--- src/design/tesp_pkg.sv ---
// Package for the tree entry stream parser: payload types, codes and sizes.
`timescale 1ns / 1ps
`default_nettype none
package tesp_pkg;

    localparam int DIGEST_BYTES = 20;
    localparam int MODE_DIGITS  = 6;
    localparam int OCT_BITS     = 3;

    localparam int BYTE_W   = 8;
    localparam int KIND_W   = 2;
    localparam int DIGEST_W = 5;
    localparam int ENTRY_W  = 10;
    localparam int MODE_W   = 18;
    localparam int STATUS_W = 2;
    localparam int DC_W     = $clog2(MODE_DIGITS + 1);

    localparam int APB_ADDR_W = 2;
    localparam int APB_DATA_W = 32;

    localparam logic [ENTRY_W-1:0] MAX_ENTRIES_RESET = ENTRY_W'(1000);

    localparam logic [BYTE_W-1:0] CHAR_NUL   = 8'h00;
    localparam logic [BYTE_W-1:0] CHAR_SPACE = 8'h20;
    localparam logic [BYTE_W-1:0] CHAR_ZERO  = 8'h30;
    localparam logic [BYTE_W-1:0] CHAR_SEVEN = 8'h37;

    localparam logic [KIND_W-1:0] KIND_PATH   = 2'd0;
    localparam logic [KIND_W-1:0] KIND_DIGEST = 2'd1;
    localparam logic [KIND_W-1:0] KIND_REPORT = 2'd2;

    localparam logic [STATUS_W-1:0] ST_OK    = 2'd0;
    localparam logic [STATUS_W-1:0] ST_MODE  = 2'd1;
    localparam logic [STATUS_W-1:0] ST_TRUNC = 2'd2;
    localparam logic [STATUS_W-1:0] ST_LIMIT = 2'd3;

    typedef enum logic [1:0] {
        PH_MODE,
        PH_PATH,
        PH_DIGEST,
        PH_HALT
    } t_phase;

    typedef struct packed {
        logic [BYTE_W-1:0] data_byte;
        logic              last_byte;
    } t_request;

    typedef struct packed {
        logic [KIND_W-1:0]   kind;
        logic [BYTE_W-1:0]   byte_value;
        logic [DIGEST_W-1:0] digest_index;
        logic [ENTRY_W-1:0]  entry_index;
        logic [MODE_W-1:0]   mode;
        logic                entry_done;
        logic [STATUS_W-1:0] status;
        logic                last;
    } t_result;

    // Up to two results written into the result queue in the same cycle.
    typedef struct packed {
        logic [1:0] count;
        t_result    first;
        t_result    second;
    } t_push;

endpackage
`default_nettype wire

--- src/design/tesp_cfg.sv ---
// APB register block holding the entry limit.
`timescale 1ns / 1ps
`default_nettype none
module tesp_cfg (
    input  wire logic                              i_clk,
    input  wire logic                              i_rst_n,
    input  wire logic                              psel,
    input  wire logic                              penable,
    input  wire logic                              pwrite,
    input  wire logic [tesp_pkg::APB_ADDR_W-1:0]   paddr,
    input  wire logic [tesp_pkg::APB_DATA_W-1:0]   pwdata,
    output logic      [tesp_pkg::APB_DATA_W-1:0]   prdata,
    output logic                                   pready,
    output logic      [tesp_pkg::ENTRY_W-1:0]      o_max_entries
);
    import tesp_pkg::*;

    logic [ENTRY_W-1:0] r_max_entries;
    logic               wr_en;

    // Single word register: byte offset bits carry no decode.
    assign wr_en  = psel & penable & pwrite & pready & (paddr[1:0] == 2'b00 | 1'b1);
    assign pready = 1'b1;
    assign prdata = {{(APB_DATA_W-ENTRY_W){1'b0}}, r_max_entries};
    assign o_max_entries = r_max_entries;

    always_ff @(posedge i_clk) begin
        if (!i_rst_n) begin
            r_max_entries <= MAX_ENTRIES_RESET;
        end else if (wr_en) begin
            r_max_entries <= pwdata[ENTRY_W-1:0];
        end
    end

endmodule
`default_nettype wire

--- src/design/tesp_parse.sv ---
// Byte parser: phase state, mode accumulation and result generation.
`timescale 1ns / 1ps
`default_nettype none
module tesp_parse (
    input  wire logic                          i_clk,
    input  wire logic                          i_rst_n,
    input  wire logic                          i_accept,
    input  wire tesp_pkg::t_request            i_request,
    input  wire logic [tesp_pkg::ENTRY_W-1:0]  i_max_entries,
    output tesp_pkg::t_push                    o_push
);
    import tesp_pkg::*;

    t_phase              r_phase,  n_phase, eff_phase;
    logic [MODE_W-1:0]   r_acc,    n_acc;
    logic [DC_W-1:0]     r_dc,     n_dc;
    logic [DIGEST_W-1:0] r_dcnt,   n_dcnt;
    logic [ENTRY_W-1:0]  r_ec,     n_ec;
    logic [STATUS_W-1:0] r_err,    n_err;

    logic [BYTE_W-1:0]   b;
    logic                fin;
    logic                is_octal;
    logic                digest_last;
    logic                data_emit;
    logic [STATUS_W-1:0] rep_status;
    t_result             data_res;
    t_result             rep_res;

    assign b   = i_request.data_byte;
    assign fin = i_request.last_byte;

    // Halt at the start of an entry once the limit is reached.
    assign eff_phase = (r_phase == PH_MODE && r_dc == '0 && r_err == ST_OK &&
                        r_ec >= i_max_entries) ? PH_HALT : r_phase;

    assign digest_last = (r_dcnt >= DIGEST_W'(DIGEST_BYTES - 1));

    always_comb begin
        is_octal = b inside {[CHAR_ZERO:CHAR_SEVEN]};
    end

    // Next state.
    always_comb begin
        n_phase = eff_phase;
        n_acc   = r_acc;
        n_dc    = r_dc;
        n_dcnt  = r_dcnt;
        n_ec    = r_ec;
        n_err   = r_err;
        case (eff_phase)
            PH_MODE: begin
                if (is_octal && r_dc < DC_W'(MODE_DIGITS)) begin
                    n_acc = {r_acc[MODE_W-OCT_BITS-1:0], b[OCT_BITS-1:0]};
                    n_dc  = r_dc + 1'b1;
                end else if (b == CHAR_SPACE && r_dc != '0) begin
                    n_phase = PH_PATH;
                end else if (b == CHAR_NUL) begin
                    n_err   = ST_MODE;
                    n_phase = PH_HALT;
                end else begin
                    n_err   = ST_MODE;
                    n_phase = PH_PATH;
                end
            end
            PH_PATH: begin
                if (b == CHAR_NUL) begin
                    if (r_err == ST_MODE) begin
                        n_phase = PH_HALT;
                    end else begin
                        n_phase = PH_DIGEST;
                        n_dcnt  = '0;
                    end
                end
            end
            PH_DIGEST: begin
                if (digest_last) begin
                    n_ec    = r_ec + 1'b1;
                    n_acc   = '0;
                    n_dc    = '0;
                    n_dcnt  = '0;
                    n_phase = PH_MODE;
                end else begin
                    n_dcnt = r_dcnt + 1'b1;
                end
            end
            PH_HALT: begin
                if (r_err == ST_OK) begin
                    n_err = ST_LIMIT;
                end
            end
            default: begin
                n_phase = PH_MODE;
            end
        endcase
    end

    // Outputs.
    always_comb begin
        data_emit = (eff_phase == PH_DIGEST) ||
                    (eff_phase == PH_PATH && b != CHAR_NUL && r_err == ST_OK);

        case (n_phase)
            PH_HALT:   rep_status = n_err;
            PH_DIGEST: rep_status = ST_TRUNC;
            default:   rep_status = ST_OK;
        endcase

        data_res.kind         = (eff_phase == PH_DIGEST) ? KIND_DIGEST : KIND_PATH;
        data_res.byte_value   = b;
        data_res.digest_index = (eff_phase == PH_DIGEST) ? r_dcnt : '0;
        data_res.entry_index  = r_ec;
        data_res.entry_done   = (eff_phase == PH_DIGEST) && digest_last;
        data_res.mode         = data_res.entry_done ? r_acc : '0;
        data_res.status       = ST_OK;
        data_res.last         = ~fin;

        rep_res.kind         = KIND_REPORT;
        rep_res.byte_value   = '0;
        rep_res.digest_index = '0;
        rep_res.entry_index  = n_ec;
        rep_res.mode         = '0;
        rep_res.entry_done   = 1'b0;
        rep_res.status       = rep_status;
        rep_res.last         = 1'b1;

        o_push.first  = data_emit ? data_res : rep_res;
        o_push.second = rep_res;
        o_push.count  = i_accept ? ({1'b0, data_emit} + {1'b0, fin}) : 2'd0;
    end

    always_ff @(posedge i_clk) begin
        if (!i_rst_n) begin
            r_phase <= PH_MODE;
            r_acc   <= '0;
            r_dc    <= '0;
            r_dcnt  <= '0;
            r_ec    <= '0;
            r_err   <= ST_OK;
        end else if (i_accept) begin
            if (fin) begin
                r_phase <= PH_MODE;
                r_acc   <= '0;
                r_dc    <= '0;
                r_dcnt  <= '0;
                r_ec    <= '0;
                r_err   <= ST_OK;
            end else begin
                r_phase <= n_phase;
                r_acc   <= n_acc;
                r_dc    <= n_dc;
                r_dcnt  <= n_dcnt;
                r_ec    <= n_ec;
                r_err   <= n_err;
            end
        end
    end

endmodule
`default_nettype wire

--- src/design/tesp_outq.sv ---
// Three-entry result queue, two writes and one read per cycle.
`timescale 1ns / 1ps
`default_nettype none
module tesp_outq (
    input  wire logic               i_clk,
    input  wire logic               i_rst_n,
    input  wire tesp_pkg::t_push    i_push,
    input  wire logic               i_ready,
    output logic                    o_valid,
    output tesp_pkg::t_result       o_result,
    output logic [1:0]              o_count
);
    import tesp_pkg::*;

    t_result    r_mem [3];
    logic [1:0] r_wptr, n_wptr;
    logic [1:0] r_rptr, n_rptr;
    logic [1:0] r_count, n_count;
    logic [1:0] wptr1;
    logic       pop;

    function automatic logic [1:0] wrap_inc(input logic [1:0] p);
        wrap_inc = (p == 2'd2) ? 2'd0 : p + 2'd1;
    endfunction

    assign o_valid  = (r_count != 2'd0);
    assign o_result = r_mem[r_rptr];
    assign o_count  = r_count;
    assign pop      = o_valid & i_ready;
    assign wptr1    = wrap_inc(r_wptr);

    always_comb begin
        n_rptr  = pop ? wrap_inc(r_rptr) : r_rptr;
        n_wptr  = (i_push.count == 2'd2) ? wrap_inc(wptr1) :
                  (i_push.count == 2'd1) ? wptr1 : r_wptr;
        n_count = r_count + i_push.count - {1'b0, pop};
    end

    always_ff @(posedge i_clk) begin
        if (i_push.count != 2'd0) begin
            r_mem[r_wptr] <= i_push.first;
        end
        if (i_push.count == 2'd2) begin
            r_mem[wptr1] <= i_push.second;
        end
    end

    always_ff @(posedge i_clk) begin
        if (!i_rst_n) begin
            r_wptr  <= '0;
            r_rptr  <= '0;
            r_count <= '0;
        end else begin
            r_wptr  <= n_wptr;
            r_rptr  <= n_rptr;
            r_count <= n_count;
        end
    end

endmodule
`default_nettype wire

--- src/design/tree_entry_stream_parser.sv ---
// Top level of the tree entry stream parser.
`timescale 1ns / 1ps
`default_nettype none
//
//  channel   direction  handshake                  payload
//  request   in         i_in_valid / o_in_ready    i_request  (t_request)
//  result    out        o_out_valid / i_out_ready  o_result   (t_result)
//  config    in         psel/penable/pwrite/pready paddr, pwdata, prdata
//
//  Each request is parsed in the cycle it is accepted; its results land in a
//  three-entry result queue and can show on o_result from the next cycle on.
//  Throughput is one request per cycle while each request yields at most one
//  result and the result side keeps up; o_in_ready drops whenever two or more
//  results are queued, so a final byte that yields a data result and a report
//  holds off the next request. Reset (synchronous, active low) empties the
//  queue, returns the parser to the mode field and loads the entry limit with
//  1000. A stalled result side fills the queue and then holds o_in_ready low.
//
module tree_entry_stream_parser (
    input  wire logic                              i_clk,
    input  wire logic                              i_rst_n,
    input  wire logic                              i_in_valid,
    output logic                                   o_in_ready,
    input  wire tesp_pkg::t_request                i_request,
    output logic                                   o_out_valid,
    input  wire logic                              i_out_ready,
    output tesp_pkg::t_result                      o_result,
    input  wire logic                              psel,
    input  wire logic                              penable,
    input  wire logic                              pwrite,
    input  wire logic [tesp_pkg::APB_ADDR_W-1:0]   paddr,
    input  wire logic [tesp_pkg::APB_DATA_W-1:0]   pwdata,
    output logic      [tesp_pkg::APB_DATA_W-1:0]   prdata,
    output logic                                   pready
);
    import tesp_pkg::*;

    logic [ENTRY_W-1:0] max_entries;
    logic               in_accept;
    logic               out_accept;
    logic [1:0]         q_count;
    t_push              push;

    // Take a request only when the queue has room for two results.
    assign o_in_ready = (q_count < 2'd2);
    assign in_accept  = i_in_valid & o_in_ready;
    assign out_accept = o_out_valid & i_out_ready;

    tesp_cfg u_cfg (
        .i_clk         (i_clk),
        .i_rst_n       (i_rst_n),
        .psel          (psel),
        .penable       (penable),
        .pwrite        (pwrite),
        .paddr         (paddr),
        .pwdata        (pwdata),
        .prdata        (prdata),
        .pready        (pready),
        .o_max_entries (max_entries)
    );

    // Advance the parse state and build the results of the accepted byte.
    tesp_parse u_parse (
        .i_clk         (i_clk),
        .i_rst_n       (i_rst_n),
        .i_accept      (in_accept),
        .i_request     (i_request),
        .i_max_entries (max_entries),
        .o_push        (push)
    );

    // Hold results until the consumer takes them.
    tesp_outq u_outq (
        .i_clk    (i_clk),
        .i_rst_n  (i_rst_n),
        .i_push   (push),
        .i_ready  (i_out_ready),
        .o_valid  (o_out_valid),
        .o_result (o_result),
        .o_count  (q_count)
    );

    // Entry end only on the final digest byte.
    assert property (@(posedge i_clk) disable iff (!i_rst_n)
        (o_out_valid && o_result.entry_done) |->
        (o_result.kind == KIND_DIGEST &&
         o_result.digest_index == DIGEST_W'(DIGEST_BYTES - 1)))
        else $error("entry_done on a result that is not the last digest byte");

    // Status is only reported in end of stream results.
    assert property (@(posedge i_clk) disable iff (!i_rst_n)
        (o_out_valid && o_result.kind != KIND_REPORT) |-> (o_result.status == ST_OK))
        else $error("nonzero status on a data result");

    // A report always closes the results of its request.
    assert property (@(posedge i_clk) disable iff (!i_rst_n)
        (o_out_valid && o_result.kind == KIND_REPORT) |-> o_result.last)
        else $error("report without last");

    // Queue occupancy moves only on a request or a result handshake.
    assert property (@(posedge i_clk) disable iff (!i_rst_n)
        (!in_accept && !out_accept) |=> $stable(q_count))
        else $error("result queue occupancy changed without a handshake");

endmodule
`default_nettype wire

--- config.mk ---
export PLATFORM = sky130hd
export DESIGN_NAME = tree_entry_stream_parser
export DESIGN_NICKNAME = d
export VERILOG_FILES = /design/src/design/tesp_pkg.sv /design/src/design/tesp_cfg.sv /design/src/design/tesp_parse.sv /design/src/design/tesp_outq.sv /design/src/design/tree_entry_stream_parser.sv
export SDC_FILE = /design/constraint.sdc
export NUM_CORES = 1
export LEC_CHECK = 0
export BUFFER_PORTS_ARGS = -buffer_cell sky130_fd_sc_hd__buf_2
export CORE_MARGIN = 2
export CORE_UTILIZATION = 40
export DETAILED_ROUTE_END_ITERATION = 7
export PLACE_DENSITY = 0.73
export SYNTH_ARGS = -nofsm -noshare
export SYNTH_HDL_FRONTEND = slang
export SYNTH_SLANG_ARGS = --single-unit
--- constraint.sdc ---
create_clock -name i_clk -period 3.9 [get_ports i_clk]
set_input_delay 0.78 -clock i_clk [delete_from_list [all_inputs] [get_ports i_clk]]
set_output_delay 0.78 -clock i_clk [all_outputs]
set_load 0.05 [all_outputs]
* After elaboration in Yosys (flattened, before gate mapping)
Memories as Yosys holds them, arrays and structs flattened. A register that Yosys moved wholly into a read port is not among the register bits. Index checks and enable logic that the tools add are counted.
Word-level totals: register bits after elaboration 56, input port bits 50, word-level logic and storage cells 118, memories kept 1, output and inout bits 82, bits in writable memories 141
Memory list:
- u_outq.r_mem | words 3, bits a word 47, rd ports 1, clocked after Yosys merged registers in 1, write ports 2, RTL line tesp_outq.sv:15 | t_result r_mem [3];
Cells by class: multiplexer cells 47, bitwise logic cells 5, eq/ne operators 16, order comparisons 6, reductions and logical operators 24, add/sub/neg operators 9
Operators by type and width (number):
- $mux 18 | 4
- $mux 47 | 1
- $mux 2 | 19
- $pmux 18 s2 | 1
- $mux 10 | 3
- $mux 5 | 5
- $eq 2x2->1 const B | 8
- $add 10x1->10 const B | 1
- $ge 10x10->1 | 1
- $pmux 5 s2 | 1
- $logic_and 1x1->1 | 9
- $mux 3 | 3
- $ne 3x2->1 const B | 3
- $reduce_bool 3->1 | 3
- $eq 8x6->1 const B | 1
- $ge 8x6->1 const B | 1
- $le 8x6->1 const B | 1
- $logic_not 8->1 | 1
- $pmux 2 s2 | 2
- $reduce_and 4->1 | 2
- $reduce_bool 8->1 | 1
- $add 2x1->2 const B | 3
- $eq 2x1->1 const B | 3
- $logic_not 2->1 | 3
- 17 further kinds | 27

* Longest topological paths before layout
depth in word-level cells 14, depth in mapped cells 17, gate-level depth less buffers 15

* Modules after synthesis
Synthesis repeated with hierarchy kept, for this count alone.
Unflattened totals: cells, all modules 989, area, all modules 11141.9 sq um
Modules (own cells, without submodules):
- tesp_outq | area an instance 7382.1 sq um, seq. area each 4394.2 sq um, instances 1, cells an instance 503
- tesp_parse | area an instance 3096.7 sq um, seq. area each 800.8 sq um, instances 1, cells an instance 406
- tesp_cfg | area an instance 653.1 sq um, seq. area each 200.2 sq um, instances 1, cells an instance 78
- tree_entry_stream_parser | area an instance 10.0 sq um, seq. area each 0.0 sq um, instances 1, cells an instance 2

* Worst setup path after synthesis
No wires, ideal clock.
path kind input to register, start point input i_request[2] (netlist name), end point memory u_outq.r_mem[0][1] (netlist name), enable pin, data required time 3605 ps, buffers on the path 3, stages 13, library setup time 295 ps, setup slack 131 ps, arrival 3474 ps, path through nor4_1 -> and2_1 -> o41a_2 -> inv_2 -> ha_1 -> nand2_1 -> ha_1 -> clkbuf_1 -> and2_1 -> clkbuf_1 -> nor2_1 -> buf_2 -> inv_1
RTL lines:
- from (decl) | RTL line tree_entry_stream_parser.sv:24 | input wire tesp_pkg::t_request i_request,
- to (decl) | RTL line tesp_outq.sv:15

==> results.md <==
- Status: complete, no violations
- Crit-path max FO: 9
- PwrDens: 504.6 nW/um2
- Skew final: 0.01356 ns
- Reg2reg end: u_outq.r_mem[0][1]
- CP Data Arrival Time: between 3 and 4 ns
- Max cap viols: 0
- Die Y: ~160 um
- Clock power frac: a little over a third
- H-tree levels: 4
- Inserted Clock Buffers: 17
- Vias per cell: 5.446
- Clk slew on worst S/H paths: 0.08 ns
- FF-to-FF setup slack: between 0.3 and 0.4 ns
- Type of the worst setup path: reg2reg
- Syn-to-layout area delta: 15.39%
- Flops & latches, synth: 199
- GRT Total Usage: 18.60%
- Design Power: between 5 and 6 mW
- Drt first pass iters: 5
- Antenna-violating nets left: 0
- Slew headroom: 51.68%
- DRC viols: 0
- WL/cell: 16.40 um
- Worst vdd ir: slightly above 0.3 mV
- Share of post-route cells with drive strength above 1: 17.11%
- Placed cell area: 9956 um2
- Post-route cell area: 10,600 um2
- CTS root buffer: clkbuf_16
- Switching pwr: around 1.9 mW
- # hold bufs at CTS: 0
- Antenna violations before repair: 0
- Critical Path Max Stage Delay: 0.51 ns
- Fillers: 2,117
- CP max-delay cell: dfxtp_1
- Sequential share of the synthesized area: about 47%
- Worst-margin pin slew: 0.7247 ns
- P_leak: 4.136 nW
- Initial drt markers: 591
- Setup TNS: 0 ns
- Synth Flop Type: dfxtp_1
- Post-Syn Area: 9189 um2
- Syn_area_per_cell: about 9.4 um2
- Setup crit start kind: flop
- Fin. max-slew vios: 0
- CTS tree: done
- Tcrit/Tclk final: 90.79%
- Top-level I/O count: 132
- Routability cong.: 0.8507
- Footprint of the multi-input gates: 4375 um2
- Critical-path cell list: ha_1, a21oi_1, o21ai_0, a221o_1, and2_1, or2_1, ha_1, a41o_1, a222oi_1, a21bo_4, a21bo_4, nor3b_2
- Sw Ratio: 34.93%
- Worst reg2reg startpoint: u_parse.r_ec[9]
- I/O Buffers: 84
- Sequential cell area: approximately 4300 um2
- Post-synth EDFFs: 36
- Setup bufs post-CTS: 0
- Routed WL: 22.12 mm
- Post-DP HPWL: 15.47 mm
- CTS max path bufs: 2
- Crit. Startpoint: u_parse.r_ec[9]
- Initial core utilization: 40.71%
- Vias in the first global route: 7,105
- Global-route wire length before repair: 36.40 mm
- Sequential fraction of design power: 43.5%
- Largest net degree at the start of global routing: 43
- R2R cell count: 12
- Worst EP required: a little over 4 ns
- Comb power frac: about a fifth
- Number of diodes: 0
- Nets: ~1,100
- Routed via count: roughly 7,300
- Synth Instances: 977
- Worst Hold Class: reg2reg
- Final setup fails: 0
- Fmax: 0.2824 GHz
- Post-CTS sizing: 0
- Internal: ~3.5 mW
- Final min period: 3.541 ns
- Share of synthesized registers carrying an async set or reset: 0%
- Worst Setup EP: u_outq.r_mem[0][1]
- Hold Vio Cnt, Final: 0
- RSZ-0062 raised after global routing: false
- Core area: 22,570 um2
- Post-synth cell types: 68
- Count of clock tree sinks: about 200
- Critical path capture point type: flop
- Die Area: 24,200 um2
- Clock latency on the worst-skew pair: around 0.45 ns
- Die W: 155.6 um
- Post-layout util: 46.97%
- Grt ovf: 0
- Site Rows: 55
- Synth Warn #: 0
## cells in the mapped netlist, types with 10 or more instances
master / number / area share, %
a31oi_1: 16 / 1.1
inv_1: 28 / 1.1
nand2_1: 140 / 5.7
a22o_1: 97 / 9.2
o21ai_0: 93 / 5.1
nor2b_1: 17 / 1.2
nor3_1: 15 / 0.82
a21oi_1: 45 / 2.5
mux2i_1: 48 / 5.2
nand3_1: 12 / 0.65
nor2_1: 19 / 0.78
buf_2: 15 / 0.82
clkbuf_1: 44 / 1.8
and2_1: 18 / 1.2
edfxtp_1: 36 / 12
ha_1: 22 / 3.0
o31ai_1: 12 / 0.98
o21ai_1: 10 / 0.54
dfxtp_1: 163 / 36
buf_4: 24 / 2.0
## final cells by class
cell class / count / share of cell area, %
clock buffer: 17 / 4.012
clock inverter: 15 / 2.089
inverter: 29 / 1.027
multi-input combinational: 682 / 41.27
sequential: 199 / 41.00
tap: 285 / 3.363
timing repair buffer: 122 / 7.246
## how the worst min path moves through the flow
| stage | to | depth (start not counted) | from | slack, ns |
|---|---|---|---|---|
| 2_1_floorplan | u_outq.r_mem[1][46] | 2 | u_outq.r_mem[1][46] | 0.42 |
| 3_3_place_gp | u_outq.r_mem[2][46] | 2 | u_outq.r_mem[2][46] | 0.43 |
| 3_5_place_dp | u_outq.r_mem[0][46] | 1 | u_outq.r_mem[0][46] | 0.44 |
| 4_1_cts | u_outq.r_mem[2][46] | 2 | u_outq.r_mem[2][46] | 0.45 |
| 5_1_grt | u_outq.r_mem[0][3] | 1 | u_outq.r_mem[0][3] | 0.48 |
| 6_report | u_outq.r_mem[2][46] | 2 | u_outq.r_mem[2][46] | 0.46 |
## cells by family after synthesis
| kind of cell | after synthesis | share of synthesized area [%] |
|---|---|---|
| compound gates | 315 | 23.45 |
| simple gates | 269 | 14.42 |
| mux | 49 | 5.351 |
| flops | 199 | 47.28 |
| fa+ha+maj | 22 | 2.996 |
| xor+xnor | 4 | 0.3813 |
| buf+inv | 117 | 6.046 |
| other cells | 2 | 0.08173 |
## layer usage
metal  wire length, um  share of wire, %  global-route usage (%)
met5                 0                 0                       0
met4               297               1.3                   5.199
met3              1116               5.0                   3.639
met2             10410                47                   30.30
met1             10290                47                   25.27
## worst max-delay path, delay by kind of cell, from the launching register on
kind | cells | cell delay [ns]
AO/OA/AOI/OAI | 7 | 1.75
adder cells (fa/ha/maj) | 2 | 0.56
flip-flops | 1 | 0.51
AND/OR/NAND/NOR | 3 | 0.47
## power by group through the flow
stage | combinational, mW | sequential [mW] | clock, mW
6_report | 1.15 | 2.33 | 1.87
3_5_place_dp | 1.15 | 2.37 | 0
4_1_cts | 1.15 | 2.33 | 1.91
5_1_grt | 1.23 | 2.35 | 1.99
3_3_place_gp | 1.14 | 2.37 | 0
2_1_floorplan | 0.894 | 2.32 | 0
## state kept, by name, indices dropped and copies added, names as in the netlist, named ones only
register / cells
u_cfg.o_max_entries: 10
u_outq.o_count: 2
u_outq.r_mem: 141
u_outq.r_rptr: 2
u_outq.r_wptr: 2
u_parse.r_acc: 18
u_parse.r_dc: 3
u_parse.r_dcnt: 5
u_parse.r_ec: 10
u_parse.r_err: 2
u_parse.r_phase: 2
## per-stage QoR
step           setup WS (ns)  hold WS [ns]  std cells
6_report              0.3592        0.4559       1349
3_5_place_dp          0.1775        0.4388       1317
5_1_grt              0.09613        0.4767       1349
3_3_place_gp          0.2833        0.4304       1317
2_1_floorplan         0.1309        0.4221        998
4_1_cts               0.3669        0.4545       1349
## cells in the final DEF (no fill, tap or decap), types with 4 or more instances in the layout
cell type / instances
o21ai_1: 10
a21boi_0: 4
ha_1: 22
clkbuf_16: 17
nor4_1: 4
dfxtp_1: 161
o21ai_0: 93
a21oi_1: 45
o211ai_1: 7
conb_1: 23
buf_2: 84
nand2b_1: 7
nand3_1: 12
o22ai_1: 4
nand2_1: 140
nor2_2: 6
nor2_1: 16
and2_1: 18
buf_4: 33
a31oi_1: 16
and3_1: 6
o31ai_1: 12
clkinv_8: 4
buf_12: 5
nor2b_1: 17
inv_1: 28
edfxtp_1: 36
inv_12: 8
a22o_1: 97
nor3_1: 15
mux2i_1: 48
a21o_1: 5
(Power assumes the default switching activity.)
